**src/rtl/periodic_lattice_index_unit_macros.svh**
```systemverilog
// Assertion macros shared by the lattice index unit RTL.
`ifndef PERIODIC_LATTICE_INDEX_UNIT_MACROS_SVH
`define PERIODIC_LATTICE_INDEX_UNIT_MACROS_SVH

// Plain concurrent check on a clock with active-low reset.
`define PLIM_ASSERT(label, clk, rst_n, prop, msg) \
  label: assert property (@(posedge clk) disable iff (!rst_n) prop) else $error(msg);

// A signal holds its value in the cycle after the condition.
`define PLIM_ASSERT_HOLD(label, clk, rst_n, cond, sig, msg) \
  label: assert property (@(posedge clk) disable iff (!rst_n) cond |=> $stable(sig)) \
    else $error(msg);

`endif

```
**src/rtl/plim_pkg.sv**
```systemverilog
// Types, constants and helpers of the lattice index unit.
`timescale 1ns / 1ps
package plim_pkg;

  localparam int unsigned IDX_W     = 40;
  localparam int unsigned COORD_W   = 10;
  localparam int unsigned SIDE_W    = 11;
  localparam int unsigned ACT_W     = 3;
  localparam int unsigned DIMS_W    = 3;
  localparam int unsigned DIM_SLOTS = 4;
  localparam int unsigned STEP_BITS = 4;
  localparam int unsigned DIV_SUBS  = IDX_W / STEP_BITS;
  localparam int unsigned CFG_AW    = 5;
  localparam int unsigned CFG_DW    = 32;

  localparam int unsigned MAX_DIMENSIONS_DEF = 4;
  localparam int unsigned SIDE_LIMIT_DEF     = 1024;

  typedef enum logic [ACT_W-1:0] {
    ACT_TO_COORDS = 3'd0,
    ACT_TO_INDEX  = 3'd1,
    ACT_RELATIVE  = 3'd2,
    ACT_MIN_IMAGE = 3'd3,
    ACT_INVERSE   = 3'd4
  } action_e;

  typedef enum logic [2:0] {
    REG_DIMENSIONS = 3'd0,
    REG_SIDE_0     = 3'd1,
    REG_SIDE_1     = 3'd2,
    REG_SIDE_2     = 3'd3,
    REG_SIDE_3     = 3'd4
  } reg_e;

  typedef struct packed {
    logic [ACT_W-1:0]   action;
    logic [IDX_W-1:0]   site_index;
    logic [COORD_W-1:0] coord_a_0;
    logic [COORD_W-1:0] coord_a_1;
    logic [COORD_W-1:0] coord_a_2;
    logic [COORD_W-1:0] coord_a_3;
    logic [COORD_W-1:0] coord_b_0;
    logic [COORD_W-1:0] coord_b_1;
    logic [COORD_W-1:0] coord_b_2;
    logic [COORD_W-1:0] coord_b_3;
  } req_t;

  typedef struct packed {
    logic [IDX_W-1:0]   site_index_result;
    logic [COORD_W-1:0] coord_out_0;
    logic [COORD_W-1:0] coord_out_1;
    logic [COORD_W-1:0] coord_out_2;
    logic [COORD_W-1:0] coord_out_3;
    logic               range_error;
  } rsp_t;

  // Item state while it walks the divider cells.
  typedef struct packed {
    logic [ACT_W-1:0]                    action;
    logic [IDX_W-1:0]                    lane_a;
    logic [IDX_W-1:0]                    lane_b;
    logic [SIDE_W-1:0]                   rem_a;
    logic [SIDE_W-1:0]                   rem_b;
    logic [DIM_SLOTS-1:0][COORD_W-1:0]   coord_a;
    logic [DIM_SLOTS-1:0][COORD_W-1:0]   coord_b;
    logic [DIM_SLOTS-1:0][SIDE_W-1:0]    res_a;
    logic [DIM_SLOTS-1:0][SIDE_W-1:0]    res_b;
    logic                                err;
  } div_item_t;

  // Item state while it walks the Horner pack cells.
  typedef struct packed {
    logic [IDX_W-1:0]                    acc;
    logic [DIM_SLOTS-1:0][SIDE_W-1:0]    term;
    logic [DIM_SLOTS-1:0][COORD_W-1:0]   coord;
    logic                                err;
  } pack_item_t;

  function automatic logic wraps_a(logic [ACT_W-1:0] act);
    return act inside {ACT_TO_INDEX, ACT_RELATIVE, ACT_MIN_IMAGE};
  endfunction

  function automatic logic uses_b(logic [ACT_W-1:0] act);
    return act inside {ACT_RELATIVE, ACT_MIN_IMAGE};
  endfunction

  function automatic logic splits_index(logic [ACT_W-1:0] act);
    return act inside {ACT_TO_COORDS, ACT_INVERSE};
  endfunction

endpackage

```
**src/rtl/plim_pack_cell.sv**
```systemverilog
// Horner pack cell: acc = acc * side + term for one dimension.
`timescale 1ns / 1ps
module plim_pack_cell #(
  parameter int unsigned DIM = 0
) (
  input  logic                          clk_i,
  input  logic                          rst_ni,
  input  logic                          adv_i,
  input  logic                          valid_i,
  input  plim_pkg::pack_item_t          item_i,
  input  logic [plim_pkg::SIDE_W-1:0]   side_i,
  output logic                          valid_o,
  output plim_pkg::pack_item_t          item_o
);
  import plim_pkg::*;

  pack_item_t                item_d, item_q;
  logic                      valid_q;
  logic [IDX_W+SIDE_W-1:0]   prod;

  always_comb begin
    prod       = (IDX_W + SIDE_W)'(item_i.acc) * (IDX_W + SIDE_W)'(side_i);
    item_d     = item_i;
    item_d.acc = prod[IDX_W-1:0] + IDX_W'(item_i.term[DIM]);
  end

  always_ff @(posedge clk_i or negedge rst_ni) begin
    if (!rst_ni) begin
      valid_q <= 1'b0;
    end else if (adv_i) begin
      valid_q <= valid_i;
    end
  end

  always_ff @(posedge clk_i) begin
    if (adv_i && valid_i) begin
      item_q <= item_d;
    end
  end

  assign valid_o = valid_q;
  assign item_o  = item_q;

endmodule

```
**config.mk**
```make
export PLATFORM = sky130hd
export DESIGN_NAME = plim_pack_cell
export DESIGN_NICKNAME = d
export VERILOG_FILES = /design/src/rtl/periodic_lattice_index_unit_macros.svh /design/src/rtl/plim_pkg.sv /design/src/rtl/plim_pack_cell.sv
export SDC_FILE = /design/constraint.sdc
export NUM_CORES = 1
export LEC_CHECK = 0
export BUFFER_PORTS_ARGS = -buffer_cell sky130_fd_sc_hd__buf_4
export CAP_MARGIN = 20
export CORE_MARGIN = 5
export CORE_UTILIZATION = 27
export DETAILED_ROUTE_END_ITERATION = 12
export SLEW_MARGIN = 20
export SYNTH_ARGS = -nofsm -noshare
export SYNTH_HDL_FRONTEND = slang
export SYNTH_SLANG_ARGS = --single-unit
export TNS_END_PERCENT = 100
```
**constraint.sdc**
```tcl
create_clock -name clk_i -period 1 [get_ports clk_i]
set_input_delay 0.05 -clock clk_i [delete_from_list [all_inputs] [get_ports clk_i]]
set_output_delay 0.05 -clock clk_i [all_outputs]
set_load 0.05 [all_outputs]
```
==> qor.yml <==
status: "finished, violations left"
violations: "setup timing"
finalCritPeriodShare_pct: 497
drc_errors: 0
setup_viol: 164
max_cap_viol_count: 0
start_util_pct: 27.1
cellLeakagePower_nw: 11.1
synth.top_cell.area_share_pct: 37.9
postPlaceCellArea_mm2: 0.0205
grt_max_degree: 32
synth_edf_count: 125
die_w_um: 253
max-vdd-ir-drop_mv: 2.52
coreArea_mm2: 0.0587
hp-class: "input port to register"
viasPerCell: 4.37
async_flop_share_pct: 0.794
clock_skew_ns: 0
numPortBuffers: 265
drtIter0Drc: 524
final_core_util_pct: 41.4
cts.reportedPaths.clkPinSlew_ns: 0.07
n_antenna_cell: 0
grt_first_pass_wirelength_mm: 76.4
slew_headroom_pct: 69.0
drt_pass1_iterations: 5
ant_nets: 0
hp-start: "item_i[85]"
dpl_worst_slack_ns: -4.92
tightest_slew_ns: 0.460
synth.ff_latch_count: 126
fin_ws_ns: -3.97
p_per_area_mw_per_mm2: 3990
htree_levels: 4
timing.fmax_mhz: 201
yosysSeqAreaShare_pct: 23.8
hpwl_mm: 37.8
hold_violations: 0
whs_endpoint: "item_o[85]"
rsz0062_at_grt: "yes"
start_kind: "input port"
cp-startpoint: "item_i[90]"
ys_types: 50
reg2reg_depth: 1
synth_area_mm2: 0.0159
p_total_mw: 96.9
final_area_mm2: 0.0243
synth.area.top_cells: "fa_1, edfxtp_1, inv_1"
synth_flop_cell: "edfxtp_1"
wl_mm: 48.8
drive_gt1_share_pct: 36.2
nFillCells: 5557
clkLatencyLatePin_ns: 0.47
globalRouteOverflowTotal: 0
die-area_mm2: 0.0638
nets: 2651
end_kind: "register"
cts_buffers: 17
critical_path_class: "input port to register"
reg2reg_from: "valid_o"
grt_pass1_vias: 14200
cts_root_buffer: "clkbuf_16"
yosysMostFrequentCell: "inv_1"
cts_tree: "done"
area_growth_pct: 53.0
fin_crit_ns: 4.97
max-clock-path-buffers: 2
r2r_slack_ns: 0.24
vias: 12700
hold_path_depth: 3
syn_avg_cell_area_um2: 10.2
grt_usage_pct: 15.3
clock-sinks: 126
syn_inst: 1557
cp.required_ns: 1.35
synth_area_leader_cell: "fa_1"
timing.rr.end: "valid_o"
synth_common_cells: "inv_1, fa_1, nand2_1"
place_congestion: 0.861
antenna_found_initial: 0
syn_nets: 2084
fp-row-count: 89
ys_warn_count: 0
die_height_um: 253
ios: 266
crit_fanout: 4
critical_path_arrival_ns: 5.32
wl_per_cell_um: 16.8
slew_viol_final: 0
==> metrics by stage <==
step                hold slack (ns)  instances  TNS [ns]
detailed placement           -0.173       2735   -150.76
floorplan                    -0.246       1557   -172.57
finish                       0.0864       2910   -128.44
global placement             -0.175       2735   -150.81
CTS                          0.0395       2887   -135.53
global route                 0.0749       2910   -139.05
==> routing by layer <==
layer  GRT usage, %  vias to the layer above  share of wire [%]
li1               -                     5814                  -
met1           18.3                     6510                 40
met2           26.6                      325                 51
met3           4.10                       74                6.0
met4           5.60                        0                2.6
met5              0                        -                  0
==> state kept, by name (all words and copies together) (netlist names) <==
signal	cells
valid_o	1
item_o	125
==> worst max-delay path: stages <==
cell and delay (ns):
buf_12 0.10, buf_12 0.11, nand2_4 0.05, fa_2 0.57, fa_1 0.43, fa_1 0.49
inv_1 0.05, fa_1 0.49, inv_2 0.04, fa_1 0.49, inv_2 0.05, ha_4 0.23
a211o_2 0.30, o21a_4 0.24, a2111o_2 0.55, a2111oi_4 0.44, nor4_2 0.12, or4_1 0.44
nand3_2 0.07
==> worst max-delay path by stage <==
stage	to	slack (ns)	depth (start not counted)
after floorplan	item_o[123]	-4.12	19
after global placement	item_o[124]	-4.94	21
after detailed placement	item_o[124]	-4.92	21
after CTS	item_o[113]	-3.97	22
after global routing	item_o[119]	-4.11	20
final	item_o[123]	-3.97	19
==> power by group <==
part	internal, mW	leakage (nW)	switching (mW)
Clock	3.51	0.274	2.63
Sequential	9.28	1.19	0.578
Combinational	40.4	9.66	40.5
==> cell type report <==
| class | count | area, µm² | share of cell area (%) |
|---|---|---|---|
| inverters | 352 | 1320 | 5.44 |
| clock buffers | 18 | 439 | 1.81 |
| multi-input cells | 1006 | 11500 | 47.2 |
| flip-flops and latches | 126 | 3780 | 15.6 |
| well taps | 773 | 967 | 3.98 |
| repair buffers | 621 | 6190 | 25.5 |
| clock inverters | 14 | 129 | 0.531 |
==> layout by cell type, fill, tap and decap left out, types with 20 or more instances in the layout <==
cell type      instances
inv_2                 36
and2_1               152
ha_1                  61
buf_4                297
edfxtp_1             125
nand2_1              207
nand2_2               23
clkbuf_16             20
buf_6                193
inv_1                316
xnor2_1               30
dlygate4sd3_1         89
fa_1                 282
ha_4                  23
==> logic make-up after synthesis <==
kind of cell | after synthesis | share of synthesized area [%]
compound gates | 103 | 4.38
flops | 126 | 23.8
buf+inv | 425 | 10.0
xor+xnor | 49 | 2.70
simple gates | 466 | 14.3
fa+ha+maj | 387 | 44.7
mux | 1 | 0.0709
==> what timing repair did <==
action,CTS,global route
endpoints found under the hold margin,89,0
buffers inserted,28,24
gates cloned,4,3
resized for setup,306,137
pin swaps,77,97
endpoints found under the setup margin,164,164
hold buffers,89,0
Note: power is estimated with default switching activity, not from simulation.
