### src/rtl/periodic_lattice_index_unit_macros.svh
// Assertion macros shared by the lattice index unit RTL.
`ifndef PERIODIC_LATTICE_INDEX_UNIT_MACROS_SVH
`define PERIODIC_LATTICE_INDEX_UNIT_MACROS_SVH

// Plain concurrent check on a clock with active-low reset.
`define PLIM_ASSERT(label, clk, rst_n, prop, msg) \
  label: assert property (@(posedge clk) disable iff (!rst_n) prop) else $error(msg);

// A signal holds its value in the cycle after the condition.
`define PLIM_ASSERT_HOLD(label, clk, rst_n, cond, sig, msg) \
  label: assert property (@(posedge clk) disable iff (!rst_n) cond |=> $stable(sig)) \
    else $error(msg);

`endif

### src/rtl/plim_pkg.sv
// Types, constants and helpers of the lattice index unit.
`timescale 1ns / 1ps
package plim_pkg;

  localparam int unsigned IDX_W     = 40;
  localparam int unsigned COORD_W   = 10;
  localparam int unsigned SIDE_W    = 11;
  localparam int unsigned ACT_W     = 3;
  localparam int unsigned DIMS_W    = 3;
  localparam int unsigned DIM_SLOTS = 4;
  localparam int unsigned STEP_BITS = 4;
  localparam int unsigned DIV_SUBS  = IDX_W / STEP_BITS;
  localparam int unsigned CFG_AW    = 5;
  localparam int unsigned CFG_DW    = 32;

  localparam int unsigned MAX_DIMENSIONS_DEF = 4;
  localparam int unsigned SIDE_LIMIT_DEF     = 1024;

  typedef enum logic [ACT_W-1:0] {
    ACT_TO_COORDS = 3'd0,
    ACT_TO_INDEX  = 3'd1,
    ACT_RELATIVE  = 3'd2,
    ACT_MIN_IMAGE = 3'd3,
    ACT_INVERSE   = 3'd4
  } action_e;

  typedef enum logic [2:0] {
    REG_DIMENSIONS = 3'd0,
    REG_SIDE_0     = 3'd1,
    REG_SIDE_1     = 3'd2,
    REG_SIDE_2     = 3'd3,
    REG_SIDE_3     = 3'd4
  } reg_e;

  typedef struct packed {
    logic [ACT_W-1:0]   action;
    logic [IDX_W-1:0]   site_index;
    logic [COORD_W-1:0] coord_a_0;
    logic [COORD_W-1:0] coord_a_1;
    logic [COORD_W-1:0] coord_a_2;
    logic [COORD_W-1:0] coord_a_3;
    logic [COORD_W-1:0] coord_b_0;
    logic [COORD_W-1:0] coord_b_1;
    logic [COORD_W-1:0] coord_b_2;
    logic [COORD_W-1:0] coord_b_3;
  } req_t;

  typedef struct packed {
    logic [IDX_W-1:0]   site_index_result;
    logic [COORD_W-1:0] coord_out_0;
    logic [COORD_W-1:0] coord_out_1;
    logic [COORD_W-1:0] coord_out_2;
    logic [COORD_W-1:0] coord_out_3;
    logic               range_error;
  } rsp_t;

  // Item state while it walks the divider cells.
  typedef struct packed {
    logic [ACT_W-1:0]                    action;
    logic [IDX_W-1:0]                    lane_a;
    logic [IDX_W-1:0]                    lane_b;
    logic [SIDE_W-1:0]                   rem_a;
    logic [SIDE_W-1:0]                   rem_b;
    logic [DIM_SLOTS-1:0][COORD_W-1:0]   coord_a;
    logic [DIM_SLOTS-1:0][COORD_W-1:0]   coord_b;
    logic [DIM_SLOTS-1:0][SIDE_W-1:0]    res_a;
    logic [DIM_SLOTS-1:0][SIDE_W-1:0]    res_b;
    logic                                err;
  } div_item_t;

  // Item state while it walks the Horner pack cells.
  typedef struct packed {
    logic [IDX_W-1:0]                    acc;
    logic [DIM_SLOTS-1:0][SIDE_W-1:0]    term;
    logic [DIM_SLOTS-1:0][COORD_W-1:0]   coord;
    logic                                err;
  } pack_item_t;

  function automatic logic wraps_a(logic [ACT_W-1:0] act);
    return act inside {ACT_TO_INDEX, ACT_RELATIVE, ACT_MIN_IMAGE};
  endfunction

  function automatic logic uses_b(logic [ACT_W-1:0] act);
    return act inside {ACT_RELATIVE, ACT_MIN_IMAGE};
  endfunction

  function automatic logic splits_index(logic [ACT_W-1:0] act);
    return act inside {ACT_TO_COORDS, ACT_INVERSE};
  endfunction

endpackage

### src/rtl/plim_div_cell.sv
// Divider step cell: four restoring quotient bits on both coordinate lanes.
`timescale 1ns / 1ps
module plim_div_cell #(
  parameter int unsigned DIM   = 0,
  parameter bit          FIRST = 1'b0,
  parameter bit          LAST  = 1'b0
) (
  input  logic                          clk_i,
  input  logic                          rst_ni,
  input  logic                          adv_i,
  input  logic                          valid_i,
  input  plim_pkg::div_item_t           item_i,
  input  logic [plim_pkg::SIDE_W-1:0]   side_i,
  input  logic                          used_i,
  output logic                          valid_o,
  output plim_pkg::div_item_t           item_o
);
  import plim_pkg::*;

  div_item_t         item_d, item_q;
  logic              valid_q;
  logic [SIDE_W:0]   trial_a, trial_b;

  always_comb begin
    item_d  = item_i;
    trial_a = '0;
    trial_b = '0;
    if (FIRST) begin
      item_d.rem_a  = '0;
      item_d.rem_b  = '0;
      item_d.lane_b = IDX_W'(item_i.coord_b[DIM]);
      // coordinate actions restart lane a from this dimension's coordinate
      if (!splits_index(item_i.action)) begin
        item_d.lane_a = IDX_W'(item_i.coord_a[DIM]);
      end
    end
    for (int s = 0; s < STEP_BITS; s++) begin
      trial_a = {item_d.rem_a, item_d.lane_a[IDX_W-1]};
      trial_b = {item_d.rem_b, item_d.lane_b[IDX_W-1]};
      item_d.lane_a = {item_d.lane_a[IDX_W-2:0], 1'b0};
      item_d.lane_b = {item_d.lane_b[IDX_W-2:0], 1'b0};
      if (trial_a >= {1'b0, side_i}) begin
        trial_a = trial_a - {1'b0, side_i};
        item_d.lane_a[0] = 1'b1;
      end
      if (trial_b >= {1'b0, side_i}) begin
        trial_b = trial_b - {1'b0, side_i};
        item_d.lane_b[0] = 1'b1;
      end
      item_d.rem_a = trial_a[SIDE_W-1:0];
      item_d.rem_b = trial_b[SIDE_W-1:0];
    end
    if (LAST) begin
      item_d.res_a[DIM] = item_d.rem_a;
      item_d.res_b[DIM] = item_d.rem_b;
      // a nonzero quotient means the coordinate was outside its side
      if (used_i && wraps_a(item_d.action) && (item_d.lane_a != '0)) begin
        item_d.err = 1'b1;
      end
      if (used_i && uses_b(item_d.action) && (item_d.lane_b != '0)) begin
        item_d.err = 1'b1;
      end
    end
  end

  always_ff @(posedge clk_i or negedge rst_ni) begin
    if (!rst_ni) begin
      valid_q <= 1'b0;
    end else if (adv_i) begin
      valid_q <= valid_i;
    end
  end

  always_ff @(posedge clk_i) begin
    if (adv_i && valid_i) begin
      item_q <= item_d;
    end
  end

  assign valid_o = valid_q;
  assign item_o  = item_q;

endmodule

### config.mk
export PLATFORM = sky130hd
export DESIGN_NAME = plim_div_cell
export DESIGN_NICKNAME = d
export VERILOG_FILES = /design/src/rtl/periodic_lattice_index_unit_macros.svh /design/src/rtl/plim_pkg.sv /design/src/rtl/plim_div_cell.sv
export SDC_FILE = /design/constraint.sdc
export NUM_CORES = 1
export LEC_CHECK = 0
export ABC_AREA = 1
export BUFFER_PORTS_ARGS = -buffer_cell sky130_fd_sc_hd__buf_4
export CAP_MARGIN = 10
export CORE_AREA = 2 2 222 224
export DETAILED_ROUTE_END_ITERATION = 10
export DIE_AREA = 0 0 224 226
export GPL_TIMING_DRIVEN = 0
export PLACE_DENSITY_LB_ADDON = 0.05
export SLEW_MARGIN = 20
export SYNTH_ARGS = -nofsm -noshare
export SYNTH_HDL_FRONTEND = slang
export SYNTH_SLANG_ARGS = --single-unit
### constraint.sdc
create_clock -name clk_i -period 0.8 [get_ports clk_i]
set_input_delay 0.16 -clock clk_i [delete_from_list [all_inputs] [get_ports clk_i]]
set_output_delay 0.16 -clock clk_i [all_outputs]
set_load 0.05 [all_outputs]
==> qor.txt <==
CP Launch Type -> input port
Final ANT Viol Nets -> 0
GR Layer Usage met3 -> 4.74%
P_leak -> 12.1 nW
Initial antenna violation count -> 2
Leading area contributor after synthesis -> edfxtp_1
Commonest cells post-synth -> 303 x nand2_1, 274 x edfxtp_1, 137 x inv_1, 88 x ha_1, 69 x a21oi_1
Cells after synthesis -> 1225
Largest net degree at the start of global routing -> 30
Synth warn -> 0
Max-Cap Viols -> 0
Largest stage delay, worst path -> 300 ps
Syn Nets -> 1611
Sequential area share after synthesis -> 60.0%
Final Critical Period -> 5960 ps
Worst Path Required -> 1090 ps
Tot Pwr -> 0.0862 W
Vias in the first global route -> 13700
Crit path DAT -> 6250 ps
Period utilization -> 745%
Starting Density -> 28.5%
Share of cells above drive strength 1 -> 51.8%
IO Count -> 565
Distinct cell type count of the synthesized netlist -> 46
CTS tree -> done
Post-Syn Area -> 13800 um2
Die height -> 226 um
Number of synthesized flops with an enable pin -> 274
Via density -> 4.44
DR pass1 iterations -> 5
P&R area growth vs syn -> 103%
Slew headroom -> 67.3%
Detail Placement HPWL -> 38800 um
# DRC -> 0
First-pass GRT wire length -> 79900 um
Fillers -> 4074
Seq cells post-synth -> 275
Placed insts -> 2419
Mapped Avg Cell Area -> 11.2 um2
Chip Width -> 224 um
Max IR drop VDD -> 0.00162 V
Min-delay worst type -> input port to register
Placeable Area -> 48300 um2
Top cells by area, synth -> edfxtp_1 60%, nand2_1 8.3%, ha_1 8.0%
Clock root cell -> clkbuf_16
Clk_lat worst skew -> 510 ps
Slew Limit Fails -> 0
Crit-path most repeated cell -> nand2_2
Layout Cells excl Fill -> 2965
Status -> finished, violations left
Via count -> 13200
Nets -> 2702
Synth Flop Type -> edfxtp_1
Htree depth -> 2
Routed wire per std cell -> 18.7 um
Share of the synthesized area in the top cell type -> 59.8%
Pin slew with the least headroom to its limit -> 485 ps
Count leader, synth -> nand2_1
Starting DRT DRC Count -> 533
Routability Congestion -> 0.871
Pwr dens -> 3080 nW/um2
Final worst slack -> -5160 ps
RSZ-0062 raised after global routing -> true
Met1 Usage GRT -> 24.0%
Inserted Clock Buffers -> 34
Clk_skew -> 0 ps
CP max FO -> 8
FP Rows -> 81
CP endpoint kind -> register
Number of hold violations in the final report -> 0
Clock Sinks -> 275
Violated checks -> negative setup slack
Grt peak-use layer -> met2
CP max stage cell -> ha_4
GR met2 Demand/Resource -> 38.1%
Asr flop ratio synth -> 0.364%
Total gr overflow -> 0
Crit path kind -> input port to register
Area of the die -> 50600 um2
Total Wirelength -> 55500 um
Tot GR Track Use -> 20.8%
Final setup viols -> 313
Max frequency -> 168 MHz
Clock slew at reported path FFs -> 60 ps
Max clock buf depth -> 3
Port bufs -> 563
timing repair:
item	CTS	global route
hold buffers	249	0
pin swaps	122	96
endpoints found under the setup margin	561	394
gates resized for setup	565	95
cloned	18	3
hold endpoints to repair	248	0
buffers inserted	194	25
state kept, by name, summed over array words and instances (netlist names):
signal and count:
item_o 274, valid_o 1
per-layer routing:
| layer | vias up | routed length (um) | part of all wire, % |
|---|---|---|---|
| met3 | 75 | 3250 | 5.9 |
| met4 | 0 | 1590 | 2.9 |
| li1 | 6436 | - | - |
| met5 | - | 0 | 0 |
| met2 | 353 | 29000 | 52 |
| met1 | 6290 | 21700 | 39 |
worst paths after layout:
path                          endpoint  slack, ps  depth (start not counted)  startpoint
max                        item_o[183]      -5160                         49   side_i[1]
min                            valid_o         30                          4     valid_i
max reg2reg                    valid_o        150                          2     valid_o
min reg2reg                    valid_o        570                          2     valid_o
max in group asynchronous      valid_o        160                          3      rst_ni
min in group asynchronous      valid_o        530                          3      rst_ni
stage by stage:
stage | TNS [ps] | util (%) | setup WS (ps) | hold WS, ps | area, um2
after floorplan | -1203100 | - | -5220 | -136 | 14400
after global placement | -1893720 | 40.1 | -6770 | -63.0 | 19400
after detailed placement | -432380 | 40.5 | -6800 | -61.3 | 19600
after CTS | -261080 | 56.7 | -5000 | 3.41 | 27400
after global routing | -274650 | 57.8 | -5480 | 40.4 | 27900
final | -254920 | 57.8 | -5160 | 31.5 | 27900
layout make-up:
class	count	area, um2	share of cell area [%]
clock buffer	39	870	3.11
sequential	275	8250	29.5
timing repair inverter	1	5.00	0.0179
antenna	2	5.00	0.0179
buffer	11	156	0.560
tap	622	778	2.79
multi-input combinational	795	6690	24.0
timing repair buffer	1055	10400	37.1
inverter	143	613	2.19
clock inverter	22	211	0.757
cell usage in the layout, fill, tap and decap left out, types with 12 or more instances in the layout:
| cell | synthesis | final |
|---|---|---|
| buf_4 | 2 | 467 |
| buf_6 | 6 | 300 |
| edfxtp_1 | 274 | 274 |
| dlygate4sd3_1 | 0 | 249 |
| nand2_1 | 303 | 201 |
| inv_1 | 137 | 97 |
| nand2_2 | 10 | 83 |
| ha_4 | 0 | 60 |
| nor2_1 | 62 | 55 |
| a21oi_1 | 69 | 42 |
| xor2_1 | 40 | 39 |
| clkbuf_16 | 0 | 37 |
| nand3_1 | 39 | 30 |
| nand2_4 | 1 | 29 |
| inv_2 | 4 | 29 |
| nand4_1 | 26 | 26 |
| ha_1 | 88 | 26 |
| xnor2_1 | 24 | 24 |
| o21ai_4 | 0 | 23 |
| o21ai_2 | 17 | 20 |
| buf_12 | 1 | 19 |
| a21oi_2 | 1 | 18 |
| buf_16 | 0 | 18 |
| o21ai_0 | 37 | 13 |
| clkinvlp_4 | 0 | 12 |
critical path, delay by kind of cell:
| kind | cells | cell delay, ps |
|---|---|---|
| AND/OR/NAND/NOR | 26 | 2690 |
| buffers and inverters | 11 | 1260 |
| adder cells (fa/ha/maj) | 4 | 1060 |
| AO/OA/AOI/OAI | 8 | 1080 |
where the power goes:
group | leakage (nW) | internal, W | switching [W]
clock | 0.529 | 0.00886 | 0.00617
combinational | 8.94 | 0.0236 | 0.0283
sequential | 2.58 | 0.0186 | 0.000699
total | 12.1 | 0.0510 | 0.0352
logic make-up after synthesis:
kind of cell | Yosys count | share of synthesized area [%]
AND/OR/NAND/NOR | 476 | 15.1
flip-flops | 275 | 60.0
buffers and inverters | 155 | 4.80
AO/OA/AOI/OAI | 159 | 6.86
adder cells (fa/ha/maj) | 96 | 9.17
XOR/XNOR | 64 | 4.07
No activity file was read; power rests on OpenSTA's default activity.
