$ cat config.mk
export PLATFORM = sky130hd
export DESIGN_NAME = plim_fold_stage
export DESIGN_NICKNAME = d
export VERILOG_FILES = /design/src/rtl/periodic_lattice_index_unit_macros.svh /design/src/rtl/plim_pkg.sv /design/src/rtl/plim_fold_stage.sv
export SDC_FILE = /design/constraint.sdc
export NUM_CORES = 1
export LEC_CHECK = 0
export ABC_AREA = 1
export ABC_CLOCK_PERIOD_IN_PS = 800
export BUFFER_PORTS_ARGS = -buffer_cell sky130_fd_sc_hd__buf_2
export CAP_MARGIN = 20
export CORE_MARGIN = 8
export CORE_UTILIZATION = 45
export DETAILED_ROUTE_END_ITERATION = 8
export MAX_ROUTING_LAYER = met4
export PLACE_DENSITY = 0.77
export SLEW_MARGIN = 20
export SYNTH_ARGS = -nofsm -noshare
export SYNTH_HDL_FRONTEND = slang
export SYNTH_SLANG_ARGS = --single-unit
$ cat constraint.sdc
create_clock -name clk_i -period 0.8 [get_ports clk_i]
set_input_delay 0.16 -clock clk_i [delete_from_list [all_inputs] [get_ports clk_i]]
set_output_delay 0.16 -clock clk_i [all_outputs]
set_load 0.05 [all_outputs]
$ cat src/rtl/periodic_lattice_index_unit_macros.svh
// Assertion macros shared by the lattice index unit RTL.
`ifndef PERIODIC_LATTICE_INDEX_UNIT_MACROS_SVH
`define PERIODIC_LATTICE_INDEX_UNIT_MACROS_SVH

// Plain concurrent check on a clock with active-low reset.
`define PLIM_ASSERT(label, clk, rst_n, prop, msg) \
  label: assert property (@(posedge clk) disable iff (!rst_n) prop) else $error(msg);

// A signal holds its value in the cycle after the condition.
`define PLIM_ASSERT_HOLD(label, clk, rst_n, cond, sig, msg) \
  label: assert property (@(posedge clk) disable iff (!rst_n) cond |=> $stable(sig)) \
    else $error(msg);

`endif

$ cat src/rtl/plim_pkg.sv
// Types, constants and helpers of the lattice index unit.
`timescale 1ns / 1ps
package plim_pkg;

  localparam int unsigned IDX_W     = 40;
  localparam int unsigned COORD_W   = 10;
  localparam int unsigned SIDE_W    = 11;
  localparam int unsigned ACT_W     = 3;
  localparam int unsigned DIMS_W    = 3;
  localparam int unsigned DIM_SLOTS = 4;
  localparam int unsigned STEP_BITS = 4;
  localparam int unsigned DIV_SUBS  = IDX_W / STEP_BITS;
  localparam int unsigned CFG_AW    = 5;
  localparam int unsigned CFG_DW    = 32;

  localparam int unsigned MAX_DIMENSIONS_DEF = 4;
  localparam int unsigned SIDE_LIMIT_DEF     = 1024;

  typedef enum logic [ACT_W-1:0] {
    ACT_TO_COORDS = 3'd0,
    ACT_TO_INDEX  = 3'd1,
    ACT_RELATIVE  = 3'd2,
    ACT_MIN_IMAGE = 3'd3,
    ACT_INVERSE   = 3'd4
  } action_e;

  typedef enum logic [2:0] {
    REG_DIMENSIONS = 3'd0,
    REG_SIDE_0     = 3'd1,
    REG_SIDE_1     = 3'd2,
    REG_SIDE_2     = 3'd3,
    REG_SIDE_3     = 3'd4
  } reg_e;

  typedef struct packed {
    logic [ACT_W-1:0]   action;
    logic [IDX_W-1:0]   site_index;
    logic [COORD_W-1:0] coord_a_0;
    logic [COORD_W-1:0] coord_a_1;
    logic [COORD_W-1:0] coord_a_2;
    logic [COORD_W-1:0] coord_a_3;
    logic [COORD_W-1:0] coord_b_0;
    logic [COORD_W-1:0] coord_b_1;
    logic [COORD_W-1:0] coord_b_2;
    logic [COORD_W-1:0] coord_b_3;
  } req_t;

  typedef struct packed {
    logic [IDX_W-1:0]   site_index_result;
    logic [COORD_W-1:0] coord_out_0;
    logic [COORD_W-1:0] coord_out_1;
    logic [COORD_W-1:0] coord_out_2;
    logic [COORD_W-1:0] coord_out_3;
    logic               range_error;
  } rsp_t;

  // Item state while it walks the divider cells.
  typedef struct packed {
    logic [ACT_W-1:0]                    action;
    logic [IDX_W-1:0]                    lane_a;
    logic [IDX_W-1:0]                    lane_b;
    logic [SIDE_W-1:0]                   rem_a;
    logic [SIDE_W-1:0]                   rem_b;
    logic [DIM_SLOTS-1:0][COORD_W-1:0]   coord_a;
    logic [DIM_SLOTS-1:0][COORD_W-1:0]   coord_b;
    logic [DIM_SLOTS-1:0][SIDE_W-1:0]    res_a;
    logic [DIM_SLOTS-1:0][SIDE_W-1:0]    res_b;
    logic                                err;
  } div_item_t;

  // Item state while it walks the Horner pack cells.
  typedef struct packed {
    logic [IDX_W-1:0]                    acc;
    logic [DIM_SLOTS-1:0][SIDE_W-1:0]    term;
    logic [DIM_SLOTS-1:0][COORD_W-1:0]   coord;
    logic                                err;
  } pack_item_t;

  function automatic logic wraps_a(logic [ACT_W-1:0] act);
    return act inside {ACT_TO_INDEX, ACT_RELATIVE, ACT_MIN_IMAGE};
  endfunction

  function automatic logic uses_b(logic [ACT_W-1:0] act);
    return act inside {ACT_RELATIVE, ACT_MIN_IMAGE};
  endfunction

  function automatic logic splits_index(logic [ACT_W-1:0] act);
    return act inside {ACT_TO_COORDS, ACT_INVERSE};
  endfunction

endpackage

$ cat src/rtl/plim_fold_stage.sv
// Fold stage: per-dimension differences, mirror terms and range flag.
`timescale 1ns / 1ps
module plim_fold_stage (
  input  logic                                              clk_i,
  input  logic                                              rst_ni,
  input  logic                                              adv_i,
  input  logic                                              valid_i,
  input  plim_pkg::div_item_t                               item_i,
  input  logic [plim_pkg::DIM_SLOTS-1:0][plim_pkg::SIDE_W-1:0] side_i,
  output logic                                              valid_o,
  output plim_pkg::pack_item_t                              item_o
);
  import plim_pkg::*;

  pack_item_t item_d, item_q;
  logic       valid_q;

  always_comb begin
    logic [SIDE_W-1:0] x, y, n, d, e, mi, m;
    logic [SIDE_W:0]   d_wide;
    item_d     = '0;
    item_d.err = item_i.err |
                 (splits_index(item_i.action) && (item_i.lane_a != '0));
    for (int k = 0; k < DIM_SLOTS; k++) begin
      x = item_i.res_a[k];
      y = item_i.res_b[k];
      n = side_i[k];
      if (y >= x) begin
        d_wide = {1'b0, y} - {1'b0, x};
      end else begin
        d_wide = {1'b0, y} + {1'b0, n} - {1'b0, x};
      end
      d  = d_wide[SIDE_W-1:0];
      e  = (d == '0) ? '0 : n - d;
      mi = (e < d) ? e : d;
      m  = (x == '0) ? '0 : n - x;
      case (item_i.action)
        ACT_TO_COORDS: item_d.coord[k] = x[COORD_W-1:0];
        ACT_TO_INDEX:  item_d.term[k]  = x;
        ACT_RELATIVE:  item_d.coord[k] = d[COORD_W-1:0];
        ACT_MIN_IMAGE: item_d.coord[k] = mi[COORD_W-1:0];
        ACT_INVERSE:   item_d.term[k]  = m;
        default:       item_d.coord[k] = '0;
      endcase
    end
    // unknown actions report nothing at all
    if (item_i.action > ACT_INVERSE) begin
      item_d.err = 1'b0;
    end
  end

  always_ff @(posedge clk_i or negedge rst_ni) begin
    if (!rst_ni) begin
      valid_q <= 1'b0;
    end else if (adv_i) begin
      valid_q <= valid_i;
    end
  end

  always_ff @(posedge clk_i) begin
    if (adv_i && valid_i) begin
      item_q <= item_d;
    end
  end

  assign valid_o = valid_q;
  assign item_o  = item_q;

endmodule

==> impl_metrics.xml <==
<?xml version="1.0" encoding="UTF-8"?>
<metrics>
  <group name="outcome">
    <metric name="result_of_the_run" unit="">finished with violations</metric>
    <metric name="failing_checks" unit="">setup timing</metric>
  </group>
  <group name="place">
    <metric name="buffer_ports.inserted" unit="">265</metric>
    <metric name="place_worst_setup_slack" unit="ns">-3.820</metric>
    <metric name="place_hpwl" unit="um">52380</metric>
    <metric name="gp_routability_congestion" unit="">0.9764</metric>
  </group>
  <group name="synthesis">
    <metric name="synth.largest_area_cell" unit="">nand2_1</metric>
    <metric name="synth_seq_area_share" unit="">0.1562</metric>
    <metric name="yosys.cell_count.top_type" unit="">nand2_1</metric>
    <metric name="post_synth_main_area_contributors" unit="">nand2_1, edfxtp_1, ha_1</metric>
    <metric name="yosys_reg_bits" unit="">86</metric>
    <metric name="post_synthesis_cell_type_count" unit="">49</metric>
    <metric name="ys.warnings.count" unit="">0</metric>
    <metric name="yosys-top-cells-count" unit="">nand2_1, inv_1, nand3_1</metric>
    <metric name="post_synth_instance_area" unit="um^2">16500</metric>
    <metric name="ys.flop_type" unit="">edfxtp_1</metric>
    <metric name="syn-instance-count" unit="">2556</metric>
    <metric name="synthesized_area_divided_by_synthesized_cell_count" unit="um^2">6.456</metric>
    <metric name="synth_largest_type_area_fraction" unit="">0.1579</metric>
    <metric name="synthArstFlopShare" unit="">0.01163</metric>
    <metric name="count_of_flip_flops_with_a_built_in_enable_after_synthesis" unit="">85</metric>
  </group>
  <group name="worst_setup_path">
    <metric name="critPathCaptureType" unit="">flip-flop</metric>
    <metric name="crit-reg2reg-launch" unit="">valid_o</metric>
    <metric name="crit-reg2reg-capture" unit="">valid_o</metric>
    <metric name="crit_type" unit="">in -&gt; reg</metric>
    <metric name="slowest_delay" unit="ns">0.54</metric>
    <metric name="worst-endpoint-required" unit="ns">0.91</metric>
    <metric name="crit_path_start" unit="">item_i[27]</metric>
    <metric name="worstSetupEndpoint" unit="">item_o[30]</metric>
    <metric name="worstSetupStartpointType" unit="">input port</metric>
    <metric name="reg_to_reg_setup_timing_slack" unit="ns">0.15</metric>
    <metric name="r2r.worst_path.cells" unit="">2</metric>
    <metric name="critical-path-slowest-cell" unit="">fa_1</metric>
    <metric name="cp.arrival" unit="ns">4.47</metric>
    <metric name="critical_path_fanouts_max" unit="">5</metric>
  </group>
  <group name="timing">
    <metric name="timing.setup.tns" unit="ns">-198.77</metric>
    <metric name="slew_violations" unit="">0</metric>
    <metric name="max_freq" unit="GHz">0.2292</metric>
    <metric name="finalWorstSetupSlack" unit="ns">-3.564</metric>
    <metric name="final-hold-violation-count" unit="">0</metric>
    <metric name="report.final.setup_viol" unit="">171</metric>
    <metric name="period_minus_slack" unit="ns">4.364</metric>
    <metric name="timing.clock.skew" unit="ns">0</metric>
    <metric name="grt_setup_unrepaired" unit="">true</metric>
    <metric name="final.period_utilization" unit="">5.455</metric>
  </group>
  <group name="clocking">
    <metric name="number_of_buffers_inserted_during_clock_tree_synthesis" unit="">9</metric>
    <metric name="cts.htree.levels" unit="">3</metric>
    <metric name="numClockSinks" unit="">86</metric>
    <metric name="tritoncts_clock_tree" unit="">yes</metric>
    <metric name="clock-root-buffer" unit="">clkbuf_16</metric>
    <metric name="clock_latency" unit="ns">0.36</metric>
    <metric name="worst_setup_hold_path_clk_slew" unit="ns">0.07</metric>
    <metric name="cts_buffer_depth" unit="">2</metric>
  </group>
  <group name="final_layout">
    <metric name="area.growth.synth_to_final" unit="%">70.48</metric>
    <metric name="proportion_of_layout_cells_with_a_drive_suffix_above_1" unit="">0.4938</metric>
    <metric name="final_core_area_utilization" unit="">0.7740</metric>
    <metric name="layout.nets" unit="">4090</metric>
  </group>
  <group name="grt">
    <metric name="grt_max_degree" unit="">37</metric>
    <metric name="grt_first_pass_wirelength" unit="um">104900</metric>
    <metric name="grt_use_total" unit="">0.3010</metric>
    <metric name="global_route.overflow_total" unit="">0</metric>
    <metric name="grt_pass1_vias" unit="">21429</metric>
    <metric name="initial_antenna_violation_count" unit="">2</metric>
  </group>
  <group name="drt">
    <metric name="routedWlPerCell" unit="um">17.21</metric>
    <metric name="drt_iter0_markers" unit="">1389</metric>
    <metric name="ant_nets" unit="">0</metric>
    <metric name="drt_first_pass_iters" unit="">5</metric>
    <metric name="viasPerCell" unit="">5.260</metric>
    <metric name="postRouteWirelength" unit="um">68750</metric>
    <metric name="post-route-drc-count" unit="">0</metric>
    <metric name="dr_total_vias" unit="">21010</metric>
  </group>
  <group name="floorplan">
    <metric name="placeableCoreArea" unit="um^2">36350</metric>
    <metric name="design.die.area" unit="um^2">43050</metric>
    <metric name="placement_rows" unit="">70</metric>
    <metric name="die_w" unit="um">207.5</metric>
    <metric name="pin_count" unit="">448</metric>
    <metric name="start_util" unit="">0.4540</metric>
    <metric name="die_height" unit="um">207.5</metric>
  </group>
  <group name="pwr">
    <metric name="cellPowerDensity" unit="nW/um^2">2164</metric>
    <metric name="power.static_leakage" unit="nW">14.37</metric>
    <metric name="worst_ir_drop_vdd" unit="V">0.001526</metric>
    <metric name="fin_total_pwr" unit="W">0.06087</metric>
  </group>
  <group name="hold_path">
    <metric name="min_path_type" unit="">in -&gt; reg</metric>
    <metric name="hold_depth" unit="">2</metric>
  </group>
  <group name="run">
    <metric name="max_cap_viol_count" unit="">0</metric>
  </group>
</metrics>
## how the worst min path moves through the flow
stage	startpoint	endpoint	slack (ns)
after detailed placement	rst_ni	valid_o	-0.06
final	adv_i	valid_o	0.08
after CTS	adv_i	valid_o	0.07
after global routing	adv_i	valid_o	0.09
after global placement	rst_ni	valid_o	-0.06
after floorplan	rst_ni	valid_o	-0.14
## critical path: cells and delay by family
kind | cells | cell delay, ns
simple gates | 17 | 1.86
buf+inv | 6 | 0.48
compound gates | 2 | 0.61
fa+ha+maj | 4 | 1.36
## area by class of cell
| class | instances | area (um^2) |
|---|---|---|
| multi-input cells | 1909 | 14970 |
| clock inverters | 7 | 73.82 |
| flip-flops and latches | 86 | 2579 |
| diodes | 2 | 5.005 |
| clock buffers | 9 | 225.2 |
| repair buffers | 978 | 7501 |
| inverters | 535 | 2188 |
| well taps | 468 | 585.6 |
| fillers | 2499 | 8215 |
## power by group
group	total, W	switching, W	internal (W)
combinational	0.0506	0.0274	0.0232
sequential	0.00573	0.000208	0.00552
clock	0.00451	0.00229	0.00222
total	0.0609	0.0299	0.0310
## stage by stage
stage,area (um^2),cells,hold slack (ns)
floorplan,18300,2595,-0.1356
global placement,24370,3859,-0.06447
detailed placement,24370,3859,-0.06406
CTS,26730,3956,0.07373
global route,28130,3992,0.09375
finish,28130,3994,0.08307
## layout by cell type, fill, tap and decap left out, types with 51 or more instances in the layout
cell type,n
nand2_1,537
nand3_2,118
a21oi_1,51
buf_6,101
nand3_1,140
inv_1,426
nand2_2,174
nor2_1,106
buf_4,649
inv_2,68
buf_2,199
ha_1,94
o22ai_1,57
ha_4,96
edfxtp_1,85
## layer usage
layer	GRT usage	routed length (um)	part of all wire
met4	0.1267	3650	0.053
met2	0.5318	33800	0.49
met3	0.03050	4083	0.059
met5	-	0	0
met1	0.3450	27210	0.40
## logic make-up (layout without fill, tap and decap cells)
| family | after synthesis | after routing | share of synthesized area |
|---|---|---|---|
| adder cells (fa/ha/maj) | 249 | 249 | 0.2124 |
| other | 1 | 42 | 0.0002272 |
| flip-flops | 86 | 86 | 0.1562 |
| buffers and inverters | 604 | 1529 | 0.1513 |
| AND/OR/NAND/NOR | 1285 | 1288 | 0.3498 |
| XOR/XNOR | 53 | 53 | 0.02813 |
| AO/OA/AOI/OAI | 278 | 279 | 0.1019 |
## sequential cells by signal, indices dropped and copies added (netlist names)
| register | count |
|---|---|
| item_o | 85 |
| valid_o | 1 |
## what timing repair did
item                                   in CTS  in global routing
setup endpoints to repair                 171                171
pin swaps                                 186                167
cloned                                      3                  1
setup buffers                              79                 58
hold buffers                                1                  0
resized for setup                         371                303
endpoints found under the hold margin       1                  0
Power figures use the tool's default switching activity.
